<file path="config.mk">
export PLATFORM = sky130hd
export DESIGN_NAME = keyword_hit_counter_unit
export DESIGN_NICKNAME = d
export VERILOG_FILES = /design/src/rtl/core/kwc_pkg.sv /design/src/rtl/core/kwc_word_builder.sv /design/src/rtl/core/kwc_key_cell.sv /design/src/rtl/core/kwc_key_chain.sv /design/src/rtl/core/keyword_hit_counter_unit.sv
export SDC_FILE = /design/constraint.sdc
export NUM_CORES = 2
export LEC_CHECK = 0
export BUFFER_PORTS_ARGS = -buffer_cell sky130_fd_sc_hd__buf_2
export CAP_MARGIN = 20
export CORE_MARGIN = 5
export CORE_UTILIZATION = 57
export CTS_BUF_LIST = sky130_fd_sc_hd__clkbuf_16
export CTS_CLUSTER_DIAMETER = 120
export DETAILED_ROUTE_END_ITERATION = 7
export PLACE_DENSITY = 0.88
export SLEW_MARGIN = 20
export SYNTH_ARGS = -nofsm -noshare
export SYNTH_HDL_FRONTEND = slang
export SYNTH_SLANG_ARGS = --single-unit
</file>
<file path="constraint.sdc">
create_clock -name aclk -period 60.2 [get_ports aclk]
set_input_delay 6.02 -clock aclk [delete_from_list [all_inputs] [get_ports aclk]]
set_output_delay 6.02 -clock aclk [all_outputs]
set_load 0.05 [all_outputs]
</file>
<file path="src/rtl/core/kwc_pkg.sv">
// shared types, constants and character helpers for the keyword hit counter
package kwc_pkg;

    localparam int NUM_KEYS_DEF  = 32;
    localparam int MAX_CHARS_DEF = 10;
    localparam int CODE_W        = 6;
    localparam int OP_W          = 3;
    localparam int SYM_W         = 8;
    localparam int LINE_W        = 16;
    localparam int COUNT_W       = 8;

    typedef enum logic [OP_W-1:0] {
        OP_CLEAR    = 3'd0,
        OP_KEY_CHAR = 3'd1,
        OP_KEY_END  = 3'd2,
        OP_TEXT     = 3'd3,
        OP_LINE_END = 3'd4
    } op_t;

    // control of one character packer
    typedef struct packed {
        logic clr;
        logic push;
        logic mark;
    } build_ctl_t;

    // one line result
    typedef struct packed {
        logic [LINE_W-1:0]  line_number;
        logic [COUNT_W-1:0] hit_count;
        logic [COUNT_W-1:0] best_count;
        logic [LINE_W-1:0]  best_line;
        logic               keys_dropped;
    } result_t;

    // digits map to 1..10, lower case letters to 11..36, anything else to 0
    function automatic logic [CODE_W-1:0] char_code(input logic [SYM_W-1:0] c);
        logic [CODE_W-1:0] code;
        code = '0;
        if (c >= SYM_W'("0") && c <= SYM_W'("9")) begin
            code = CODE_W'(c - SYM_W'("0")) + CODE_W'(1);
        end else if (c >= SYM_W'("a") && c <= SYM_W'("z")) begin
            code = CODE_W'(c - SYM_W'("a")) + CODE_W'(11);
        end
        return code;
    endfunction

    function automatic logic [SYM_W-1:0] fold_upper(input logic [SYM_W-1:0] c);
        logic [SYM_W-1:0] r;
        r = c;
        if (c >= SYM_W'("A") && c <= SYM_W'("Z")) begin
            r = c - SYM_W'("A") + SYM_W'("a");
        end
        return r;
    endfunction

endpackage

</file>
<file path="src/rtl/core/kwc_word_builder.sv">
// packs character codes into a word, with length tracking and a flag for overflow or a marked bad character
module kwc_word_builder #(
    parameter int MAX_WORD_CHARS = kwc_pkg::MAX_CHARS_DEF
) (
    input  logic                                      aclk,
    input  logic                                      aresetn,
    input  kwc_pkg::build_ctl_t                       ctl,
    input  logic [kwc_pkg::CODE_W-1:0]                code,
    output logic [kwc_pkg::CODE_W*MAX_WORD_CHARS-1:0] word,
    output logic                                      empty,
    output logic                                      flag
);
    import kwc_pkg::*;

    localparam int WORD_W = CODE_W * MAX_WORD_CHARS;
    localparam int LEN_W  = $clog2(MAX_WORD_CHARS + 1);

    logic [WORD_W-1:0] word_reg, word_next;
    logic [LEN_W-1:0]  len_reg, len_next;
    logic              flag_reg, flag_next;

    always_comb begin
        word_next = word_reg;
        len_next  = len_reg;
        flag_next = flag_reg;
        if (ctl.clr) begin
            word_next = '0;
            len_next  = '0;
            flag_next = 1'b0;
        end else if (ctl.mark) begin
            flag_next = 1'b1;
        end else if (ctl.push) begin
            if (len_reg >= LEN_W'(MAX_WORD_CHARS)) begin
                flag_next = 1'b1;
            end else begin
                for (int i = 0; i < MAX_WORD_CHARS; i++) begin
                    if (len_reg == LEN_W'(i)) begin
                        word_next[i*CODE_W +: CODE_W] = code;
                    end
                end
                len_next = len_reg + LEN_W'(1);
            end
        end
    end

    always_ff @(posedge aclk) begin
        if (!aresetn) begin
            word_reg <= '0;
            len_reg  <= '0;
            flag_reg <= 1'b0;
        end else begin
            word_reg <= word_next;
            len_reg  <= len_next;
            flag_reg <= flag_next;
        end
    end

    assign word  = word_reg;
    assign empty = (len_reg == '0);
    assign flag  = flag_reg;

endmodule

</file>
<file path="src/rtl/core/kwc_key_cell.sv">
// one keyword slot: holds a key, passes it on when the chain shifts, compares
module kwc_key_cell #(
    parameter int WORD_W = kwc_pkg::CODE_W * kwc_pkg::MAX_CHARS_DEF
) (
    input  logic              aclk,
    input  logic              aresetn,
    input  logic              clr,
    input  logic              shift,
    input  logic [WORD_W-1:0] key_in,
    input  logic              valid_in,
    input  logic [WORD_W-1:0] word,
    output logic [WORD_W-1:0] key_out,
    output logic              valid_out,
    output logic              hit
);
    logic [WORD_W-1:0] key_reg;
    logic              valid_reg;

    always_ff @(posedge aclk) begin
        if (!aresetn) begin
            valid_reg <= 1'b0;
        end else if (clr) begin
            valid_reg <= 1'b0;
        end else if (shift) begin
            valid_reg <= valid_in;
        end
    end

    always_ff @(posedge aclk) begin
        if (shift) begin
            key_reg <= key_in;
        end
    end

    assign key_out   = key_reg;
    assign valid_out = valid_reg;
    assign hit       = valid_reg && (key_reg == word);

endmodule

</file>
<file path="src/rtl/core/kwc_key_chain.sv">
// row of keyword cells; a commit shifts the row by one, compare is parallel
module kwc_key_chain #(
    parameter int NUM_KEYS = kwc_pkg::NUM_KEYS_DEF,
    parameter int WORD_W   = kwc_pkg::CODE_W * kwc_pkg::MAX_CHARS_DEF
) (
    input  logic              aclk,
    input  logic              aresetn,
    input  logic              clr,
    input  logic              shift,
    input  logic [WORD_W-1:0] key_in,
    input  logic [WORD_W-1:0] word,
    output logic              full,
    output logic              hit
);
    logic [WORD_W-1:0] key_link   [NUM_KEYS+1];
    logic              valid_link [NUM_KEYS+1];
    logic [NUM_KEYS-1:0] hit_vec;

    assign key_link[0]   = key_in;
    assign valid_link[0] = 1'b1;

    for (genvar g = 0; g < NUM_KEYS; g++) begin : g_cell
        kwc_key_cell #(
            .WORD_W (WORD_W)
        ) u_cell (
            .aclk      (aclk),
            .aresetn   (aresetn),
            .clr       (clr),
            .shift     (shift),
            .key_in    (key_link[g]),
            .valid_in  (valid_link[g]),
            .word      (word),
            .key_out   (key_link[g+1]),
            .valid_out (valid_link[g+1]),
            .hit       (hit_vec[g])
        );
    end

    // the row fills from the head, so the tail cell is valid only when all are
    assign full = valid_link[NUM_KEYS];
    assign hit  = |hit_vec;

endmodule

</file>
<file path="src/rtl/core/keyword_hit_counter_unit.sv">
// top level of the keyword hit counter: decode, word packing, line tally
//
//  channel  | direction | handshake          | payload
//  ---------+-----------+--------------------+------------------------------------------
//  s_       | in        | s_valid / s_ready  | s_operation, s_symbol
//  m_       | out       | m_valid / m_ready  | m_line_number, m_hit_count, m_best_count,
//           |           |                    | m_best_line, m_keys_dropped
//
//  one request per cycle while s_ready is high; every request completes in the cycle it is taken
//  a line end's result is registered into the output register, or into the skid entry if m_ is stalled
//  the word compare against all key cells and the hit increment happen in the same cycle
//  a two-entry output buffer lets requests flow while one result waits;
//  s_ready drops only when both entries are held
//  aresetn is synchronous, active low, and empties the key row and all counters
module keyword_hit_counter_unit #(
    parameter int NUM_KEYS       = kwc_pkg::NUM_KEYS_DEF,
    parameter int MAX_WORD_CHARS = kwc_pkg::MAX_CHARS_DEF
) (
    input  logic                         aclk,
    input  logic                         aresetn,
    input  logic                         s_valid,
    output logic                         s_ready,
    input  logic [kwc_pkg::OP_W-1:0]     s_operation,
    input  logic [kwc_pkg::SYM_W-1:0]    s_symbol,
    output logic                         m_valid,
    input  logic                         m_ready,
    output logic [kwc_pkg::LINE_W-1:0]   m_line_number,
    output logic [kwc_pkg::COUNT_W-1:0]  m_hit_count,
    output logic [kwc_pkg::COUNT_W-1:0]  m_best_count,
    output logic [kwc_pkg::LINE_W-1:0]   m_best_line,
    output logic                         m_keys_dropped
);
    import kwc_pkg::*;

    localparam int WORD_W = CODE_W * MAX_WORD_CHARS;

    // request decode
    logic              s_fire;
    logic              is_clear, is_key_char, is_key_end, is_text, is_line_end;
    logic [CODE_W-1:0] key_code, text_code;

    assign s_fire      = s_valid && s_ready;
    assign is_clear    = s_fire && (s_operation == OP_CLEAR);
    assign is_key_char = s_fire && (s_operation == OP_KEY_CHAR);
    assign is_key_end  = s_fire && (s_operation == OP_KEY_END);
    assign is_text     = s_fire && (s_operation == OP_TEXT);
    assign is_line_end = s_fire && (s_operation == OP_LINE_END);

    // keywords are taken as is, text is case folded first
    assign key_code  = char_code(s_symbol);
    assign text_code = char_code(fold_upper(s_symbol));

    // keyword being loaded
    build_ctl_t        key_ctl;
    logic [WORD_W-1:0] key_word;
    logic              key_empty, key_bad;

    assign key_ctl.clr  = is_clear || is_key_end;
    assign key_ctl.push = is_key_char && (key_code != '0);
    assign key_ctl.mark = is_key_char && (key_code == '0);

    kwc_word_builder #(
        .MAX_WORD_CHARS (MAX_WORD_CHARS)
    ) u_key_builder (
        .aclk    (aclk),
        .aresetn (aresetn),
        .ctl     (key_ctl),
        .code    (key_code),
        .word    (key_word),
        .empty   (key_empty),
        .flag    (key_bad)
    );

    // text word being built; a separator or line end finishes it
    build_ctl_t        text_ctl;
    logic [WORD_W-1:0] text_word;
    logic              text_empty, text_long;
    logic              finish;

    assign finish        = (is_text && (text_code == '0)) || is_line_end;
    assign text_ctl.clr  = is_clear || finish;
    assign text_ctl.push = is_text && (text_code != '0);
    assign text_ctl.mark = 1'b0;

    kwc_word_builder #(
        .MAX_WORD_CHARS (MAX_WORD_CHARS)
    ) u_text_builder (
        .aclk    (aclk),
        .aresetn (aresetn),
        .ctl     (text_ctl),
        .code    (text_code),
        .word    (text_word),
        .empty   (text_empty),
        .flag    (text_long)
    );

    // key row: a good, non-empty keyword enters at the head unless the row is full
    logic commit, row_full, row_hit;

    assign commit = is_key_end && !key_bad && !key_empty;

    kwc_key_chain #(
        .NUM_KEYS (NUM_KEYS),
        .WORD_W   (WORD_W)
    ) u_key_chain (
        .aclk    (aclk),
        .aresetn (aresetn),
        .clr     (is_clear),
        .shift   (commit && !row_full),
        .key_in  (key_word),
        .word    (text_word),
        .full    (row_full),
        .hit     (row_hit)
    );

    // line tally
    logic [COUNT_W-1:0] line_hits_reg, line_hits_next, hits_after;
    logic [LINE_W-1:0]  line_index_reg, line_index_next;
    logic [COUNT_W-1:0] top_count_reg, top_count_next;
    logic [LINE_W-1:0]  top_line_reg, top_line_next;
    logic               drop_flag_reg, drop_flag_next;
    logic               word_hit;
    result_t            res;

    // only a finished word of legal length counts
    assign word_hit = finish && !text_empty && !text_long && row_hit;

    always_comb begin
        hits_after = line_hits_reg;
        if (word_hit && (line_hits_reg != {COUNT_W{1'b1}})) begin
            hits_after = line_hits_reg + COUNT_W'(1);
        end
    end

    always_comb begin
        line_hits_next  = line_hits_reg;
        line_index_next = line_index_reg;
        top_count_next  = top_count_reg;
        top_line_next   = top_line_reg;
        drop_flag_next  = drop_flag_reg;
        if (is_clear) begin
            line_hits_next  = '0;
            line_index_next = '0;
            top_count_next  = '0;
            top_line_next   = '0;
            drop_flag_next  = 1'b0;
        end else if (is_line_end) begin
            line_hits_next = '0;
            // strict compare keeps the earliest line on a tie
            if (hits_after > top_count_reg) begin
                top_count_next = hits_after;
                top_line_next  = line_index_reg;
            end
            if (line_index_reg != {LINE_W{1'b1}}) begin
                line_index_next = line_index_reg + LINE_W'(1);
            end
        end else begin
            line_hits_next = hits_after;
            if (commit && row_full) begin
                drop_flag_next = 1'b1;
            end
        end
    end

    always_ff @(posedge aclk) begin
        if (!aresetn) begin
            line_hits_reg  <= '0;
            line_index_reg <= '0;
            top_count_reg  <= '0;
            top_line_reg   <= '0;
            drop_flag_reg  <= 1'b0;
        end else begin
            line_hits_reg  <= line_hits_next;
            line_index_reg <= line_index_next;
            top_count_reg  <= top_count_next;
            top_line_reg   <= top_line_next;
            drop_flag_reg  <= drop_flag_next;
        end
    end

    // result of the line that ends in this cycle
    always_comb begin
        res.line_number  = line_index_reg;
        res.hit_count    = hits_after;
        res.best_count   = top_count_next;
        res.best_line    = top_line_next;
        res.keys_dropped = drop_flag_reg;
    end

    // output register plus skid entry
    result_t out_reg, skid_reg;
    logic    out_valid_reg, skid_valid_reg;

    assign s_ready = !skid_valid_reg;

    always_ff @(posedge aclk) begin
        if (!aresetn) begin
            out_valid_reg  <= 1'b0;
            skid_valid_reg <= 1'b0;
        end else if (skid_valid_reg) begin
            if (m_ready) begin
                skid_valid_reg <= 1'b0;
            end
        end else if (is_line_end) begin
            if (!out_valid_reg || m_ready) begin
                out_valid_reg <= 1'b1;
            end else begin
                skid_valid_reg <= 1'b1;
            end
        end else if (m_ready) begin
            out_valid_reg <= 1'b0;
        end
    end

    always_ff @(posedge aclk) begin
        if (skid_valid_reg) begin
            if (m_ready) begin
                out_reg <= skid_reg;
            end
        end else if (is_line_end) begin
            if (!out_valid_reg || m_ready) begin
                out_reg <= res;
            end else begin
                skid_reg <= res;
            end
        end
    end

    assign m_valid        = out_valid_reg;
    assign m_line_number  = out_reg.line_number;
    assign m_hit_count    = out_reg.hit_count;
    assign m_best_count   = out_reg.best_count;
    assign m_best_line    = out_reg.best_line;
    assign m_keys_dropped = out_reg.keys_dropped;

endmodule

</file>
Yosys cells after proc, flatten, opt, wreduce, memory -nomap -nowiden
Index checks and enable logic that the tools add are counted.
{"block": "word_totals", "elab_cells": 335, "ff_bits": 2231, "out_inout_bits": 51, "input_bits": 15}
{"block": "classes", "addsub": 14, "n_bitwise": 7, "n_mux": 26, "n_reduce_logical": 112, "magnitude_cmp": 13, "eq_ne": 58}
{"operator": "equality test 60 bit", "n": 32}
{"operator": "two-way mux 49 bit", "n": 4}
{"operator": "logical AND 1 bit", "n": 55}
{"operator": "two-way mux 16 bit", "n": 3}
{"operator": "AND reduction 3 bit", "n": 14}
{"operator": "two-way mux 8 bit", "n": 5}
{"operator": "AND reduction 4 bit", "n": 10}
{"operator": "equality test 4 x 3 -> 1 bit (second input constant)", "n": 8}
{"operator": "OR reduction 32 bit", "n": 1}
{"operator": "greater-or-equal comparator 8 x 7 -> 1 bit (second input constant)", "n": 3}
{"operator": "less-or-equal comparator 8 x 7 -> 1 bit (second input constant)", "n": 3}
{"operator": "two-way mux 6 bit", "n": 4}
{"operator": "subtractor 6 bit (second input constant)", "n": 4}
{"operator": "adder 16 x 1 -> 16 bit (second input constant)", "n": 1}
{"operator": "equality test 4 x 2 -> 1 bit (second input constant)", "n": 4}
{"operator": "equality test 4 bit (second input constant)", "n": 4}
{"operator": "greater-or-equal comparator 8 x 6 -> 1 bit (second input constant)", "n": 2}
{"operator": "less-or-equal comparator 8 x 6 -> 1 bit (second input constant)", "n": 2}
{"operator": "inequality test 16 bit (second input constant)", "n": 1}
{"operator": "adder 6 x 1 -> 6 bit (second input constant)", "n": 2}
{"operator": "adder 6 x 4 -> 6 bit (second input constant)", "n": 2}
{"operator": "logical NOT 6 bit", "n": 2}
{"operator": "nonzero test 6 bit", "n": 2}
{"operator": "two-way mux 1 bit", "n": 10}
{"operator": "other kinds (22)", "n": 52}

Depth between registers and ports, before layout
{"block": "depth", "depth_word": 22, "mapped_depth": 27}

Cells and area by module
From an unflattened synthesis, not the netlist that was laid out.
{"block": "unflattened", "cells_unflattened": 5929, "area_unflattened_um2": 92872.8}
{"module": "kwc_key_cell", "seq_area_each_um2": 1821.7, "instances": 32, "area_each_um2": 2513.7, "cells_each": 146}
{"module": "keyword_hit_counter_unit", "seq_area_each_um2": 3963.8, "instances": 1, "area_each_um2": 6889.1, "cells_each": 611}
{"module": "kwc_word_builder", "seq_area_each_um2": 1301.2, "instances": 2, "area_each_um2": 2733.9, "cells_each": 317}
{"module": "kwc_key_chain", "seq_area_each_um2": 0.0, "instances": 1, "area_each_um2": 78.8, "cells_each": 12}

Least setup slack after synthesis
OpenSTA, ideal clock, no wires.
{"block": "synth_timing", "path_type": "input port to flip-flop", "startpoint": "in s_valid", "endpoint": "reg u_key_chain.g_cell[0].u_cell.key_reg[0], enable pin", "path_slack_ps": -1883, "cell_stages": 7, "arrival_ps": 59050, "cell_sequence": "nor2b_1 > nor2b_1 > nand2b_1 > a2111oi_0 > nand2b_1 > inv_1 > buf_1"}
{"block": "synth_between", "elab_chain_cells": 5}
{"element": "start, declared", "line_no": "keyword_hit_counter_unit.sv:21", "rtl": "input logic s_valid,"}
{"element": "logical AND 1 bit", "line_no": "keyword_hit_counter_unit.sv:42", "rtl": "assign s_fire = s_valid && s_ready;"}
{"element": "logical AND 1 bit", "line_no": "keyword_hit_counter_unit.sv:45", "rtl": "assign is_key_end = s_fire && (s_operation == OP_KEY_END);"}
{"element": "logical AND 1 bit (2 in series)", "line_no": "keyword_hit_counter_unit.sv:100", "rtl": "assign commit = is_key_end && !key_bad && !key_empty;"}
{"element": "logical AND 1 bit", "line_no": "keyword_hit_counter_unit.sv:109", "rtl": ".shift (commit && !row_full),"}
{"element": "net u_key_chain.g_cell[0].u_cell.shift", "line_no": "kwc_key_cell.sv:8", "rtl": "input logic shift,"}
{"element": "end signal, assigned", "line_no": "kwc_key_cell.sv:31", "rtl": "key_reg <= key_in;"}
{"element": "end, declared", "line_no": "kwc_key_cell.sv:16", "rtl": "logic [WORD_W-1:0] key_reg;"}
The timed path passes the listed nets, and every way through them passes these cells.
A chain may end at the register's enable or synchronous reset.

Worst setup path in the final report
{"block": "layout_timing", "startpoint": "in s_valid", "endpoint": "reg u_key_chain.g_cell[21].u_cell.key_reg[43], enable pin"}
{"block": "layout_between", "elab_chain_cells": 5}
{"element": "logical AND 1 bit", "line_no": "keyword_hit_counter_unit.sv:42"}
{"element": "logical AND 1 bit", "line_no": "keyword_hit_counter_unit.sv:45"}
{"element": "logical AND 1 bit (2 in series)", "line_no": "keyword_hit_counter_unit.sv:100"}
{"element": "logical AND 1 bit", "line_no": "keyword_hit_counter_unit.sv:109"}
{"element": "end signal, assigned", "line_no": "kwc_key_cell.sv:31"}
{"element": "end, declared", "line_no": "kwc_key_cell.sv:16"}
Every way passes these cells.

==> impl_metrics.yaml <==
sta:
  finalClockSkew_ns: 0.0746
  finalSetupViolCount: 0
  fmax_mhz: 89.8
  tns_ns: 0
  finalCriticalPeriod_ns: 11.13
  fin_crit_sh: 0.185
  drv_slew: 0
  hold_violations: 0
  setup_ws_ns: 49.07
  relSlewSlack: 0.131
  rsz0062_at_grt: "no"
  worst_slew_pin_slew_ns: 1.30
grt:
  antenna_found_initial: 35
  grt_util_all_layers: 0.389
  grt_max_degree: 219
  grt_pass1_wl_mm: 457
  grt-ovfl-total: 0
  grt_pass1_vias: 58540
place:
  dp.cells: 8295
  pre_cts_ws_ns: 47.71
  place_hpwl_mm: 227
  placed_area_mm2: 0.0961
  gp_congestion: 1.09
  io_buffers: 65
worst_setup_path:
  ff2ff_path_depth: 21
  cp_max_fo: 190
  cp.arrival_ns: 11.59
  endpoint_kind: "flop"
  crit_slowest_cell: "buf_4"
  slowest_delay_ns: 0.99
  cp_common_cell: "buf_4"
  startpoint_type: "input pin"
  crit_chain: "buf_2 > nor2b_1 > nor2b_1 > nand2b_1 > a2111oi_1 > buf_4 > nand2b_2 > inv_8 > buf_12 > buf_12 > buf_4 > buf_4"
  critPathRequiredTime_ns: 60.66
  crit_type: "in2reg"
layout:
  multiInputGateArea_mm2: 0.0263
  final_common_cell: "edfxtp_1"
  area_delta_synth_final_pct: 10.9
  layout.cells.non_filler: 8720
  largest_register_ffs: 1920
  fill_cells: 11228
  mostFrequentLayoutCells: "edfxtp_1 (2,018), xnor2_1 (1,088), xor2_1 (376)"
  final_nets: 6377
  drive_above_1_share: 0.0969
  seq_area_mm2: 0.0649
  final_util: 0.635
  finalInstanceArea_mm2: 0.103
floorplanning:
  die_y_um: 414
  num_io_pins: 66
  start_util: 0.573
  placementRows: 148
  core_mm2: 0.162
  die-area_mm2: 0.171
  die_w_um: 414
route:
  firstDrtPassIters: 7
  vias: 61661
  drc: 0
  drt-wirelength-per-cell_um: 38.7
  via_per_inst: 7.07
  ant_nets: 0
  routed_wl_mm: 338
  drt_first_iter_violations: 12416
logic_synthesis:
  synth_area_leaders: "edfxtp_1 (65%), xnor2_1 (10%), dfxtp_1 (4.6%)"
  synth-edff-count: 2018
  ys_types: 78
  synth_sequential_area_ratio: 0.697
  synthArstFlopShare: 0
  ys_ff_latch: 2231
  syn_area_mm2: 0.0930
  synth_top_area_share: 0.652
  synth_top_area_cell: "edfxtp_1"
  yosys_warnings: 0
  synthCells: 6205
  syn-num-nets: 6246
  syn-mean-instance-area_um2: 15.0
  synth_ff_type: "edfxtp_1"
cts:
  cts.sinks: 2231
  cts_tree: "yes"
  insertion_delay_ns: 0.92
  root_buffer: "clkbuf_16"
  cts_setup_buffers: 0
  htreeDepth: 4
  path_clk_slew_ns: 0.06
  ctsResizeCount: 0
  cts_max_path_buffers: 3
  cts_buffers: 212
  cts_hold_buf: 0
worst_hold_path:
  worst_hold_path.num_cells: 0
  hold_path_class: "reg2reg"
pwr:
  power.leakage_nw: 32.7
  p_per_area_mw_per_mm2: 29.2
  max-vdd-ir-drop_mv: 0.0298
run_status:
  run_status: "complete, no violations"
run:
  cap_viol_max_count: 0
metrics by stage:
stage	hold WS (ns)	power, W
2_1_floorplan	0.408	0.00172
4_1_cts	0.409	0.00301
3_5_place_dp	0.416	0.00172
3_3_place_gp	0.416	0.00172
5_1_grt	0.424	0.00308
6_report	0.405	0.00301
cell usage after synthesis, drive strengths merged (78+ instances only):
library cell,count
nand3,111
nand4,299
nand2b,268
edfxtp,2018
clkbuf,134
o22ai,82
xnor2,1088
buf,178
xor2,379
o2111ai,88
nand2,122
dfxtp,213
nor2,176
o2bb2ai,78
o21ai,89
inv,122
nor4,222
cell families after synthesis:
kind of cell,Yosys count,synth area share
flip-flops,2231,0.697
XOR/XNOR,1467,0.138
AND/OR/NAND/NOR,1299,0.0792
AO/OA/AOI/OAI,651,0.0524
multiplexers,79,0.00877
buffers and inverters,452,0.0202
adder cells (fa/ha/maj),26,0.00350
report_power, final:
part | switching, W | internal, W
Clock | 0.000609 | 0.000719
Combinational | 0.0000146 | 0.00000459
Sequential | 0.00000197 | 0.00167
Total | 0.000625 | 0.00239
final timing paths:
path | startpoint | end | slack, ns
setup / recovery | s_valid | u_key_chain.g_cell[21].u_cell.key_out[43] | 49.07
setup reg to reg | u_text_builder.word[8] | m_best_count[2] | 51.75
hold / removal | u_key_chain.g_cell[13].u_cell.key_out[54] | u_key_chain.g_cell[14].u_cell.key_out[54] | 0.40
hold reg to reg | u_key_chain.g_cell[13].u_cell.key_out[54] | u_key_chain.g_cell[14].u_cell.key_out[54] | 0.40
layer usage:
layer | vias to the layer above | wire length [um] | track usage
li1 | 23514 | - | -
met1 | 29810 | 108000 | 0.476
met2 | 6530 | 140000 | 0.552
met3 | 1797 | 57000 | 0.161
met4 | 10 | 33300 | 0.291
met5 | - | 116 | 0.00820
cell type report:
type | instances | area share
Tap cell | 2175 | 0.0264
Sequential cell | 2231 | 0.630
Inverter | 140 | 0.00517
Clock inverter | 179 | 0.0154
Antenna cell | 32 | 0.000776
Multi-Input combinational cell | 3522 | 0.255
Timing Repair Buffer | 229 | 0.0162
Clock buffer | 212 | 0.0514
critical path, delay by kind of cell:
family          cells  cell delay (ns)
compound gates      1             0.43
buf+inv             7             3.87
simple gates        4             0.76
Power figures use the tool's default switching activity.
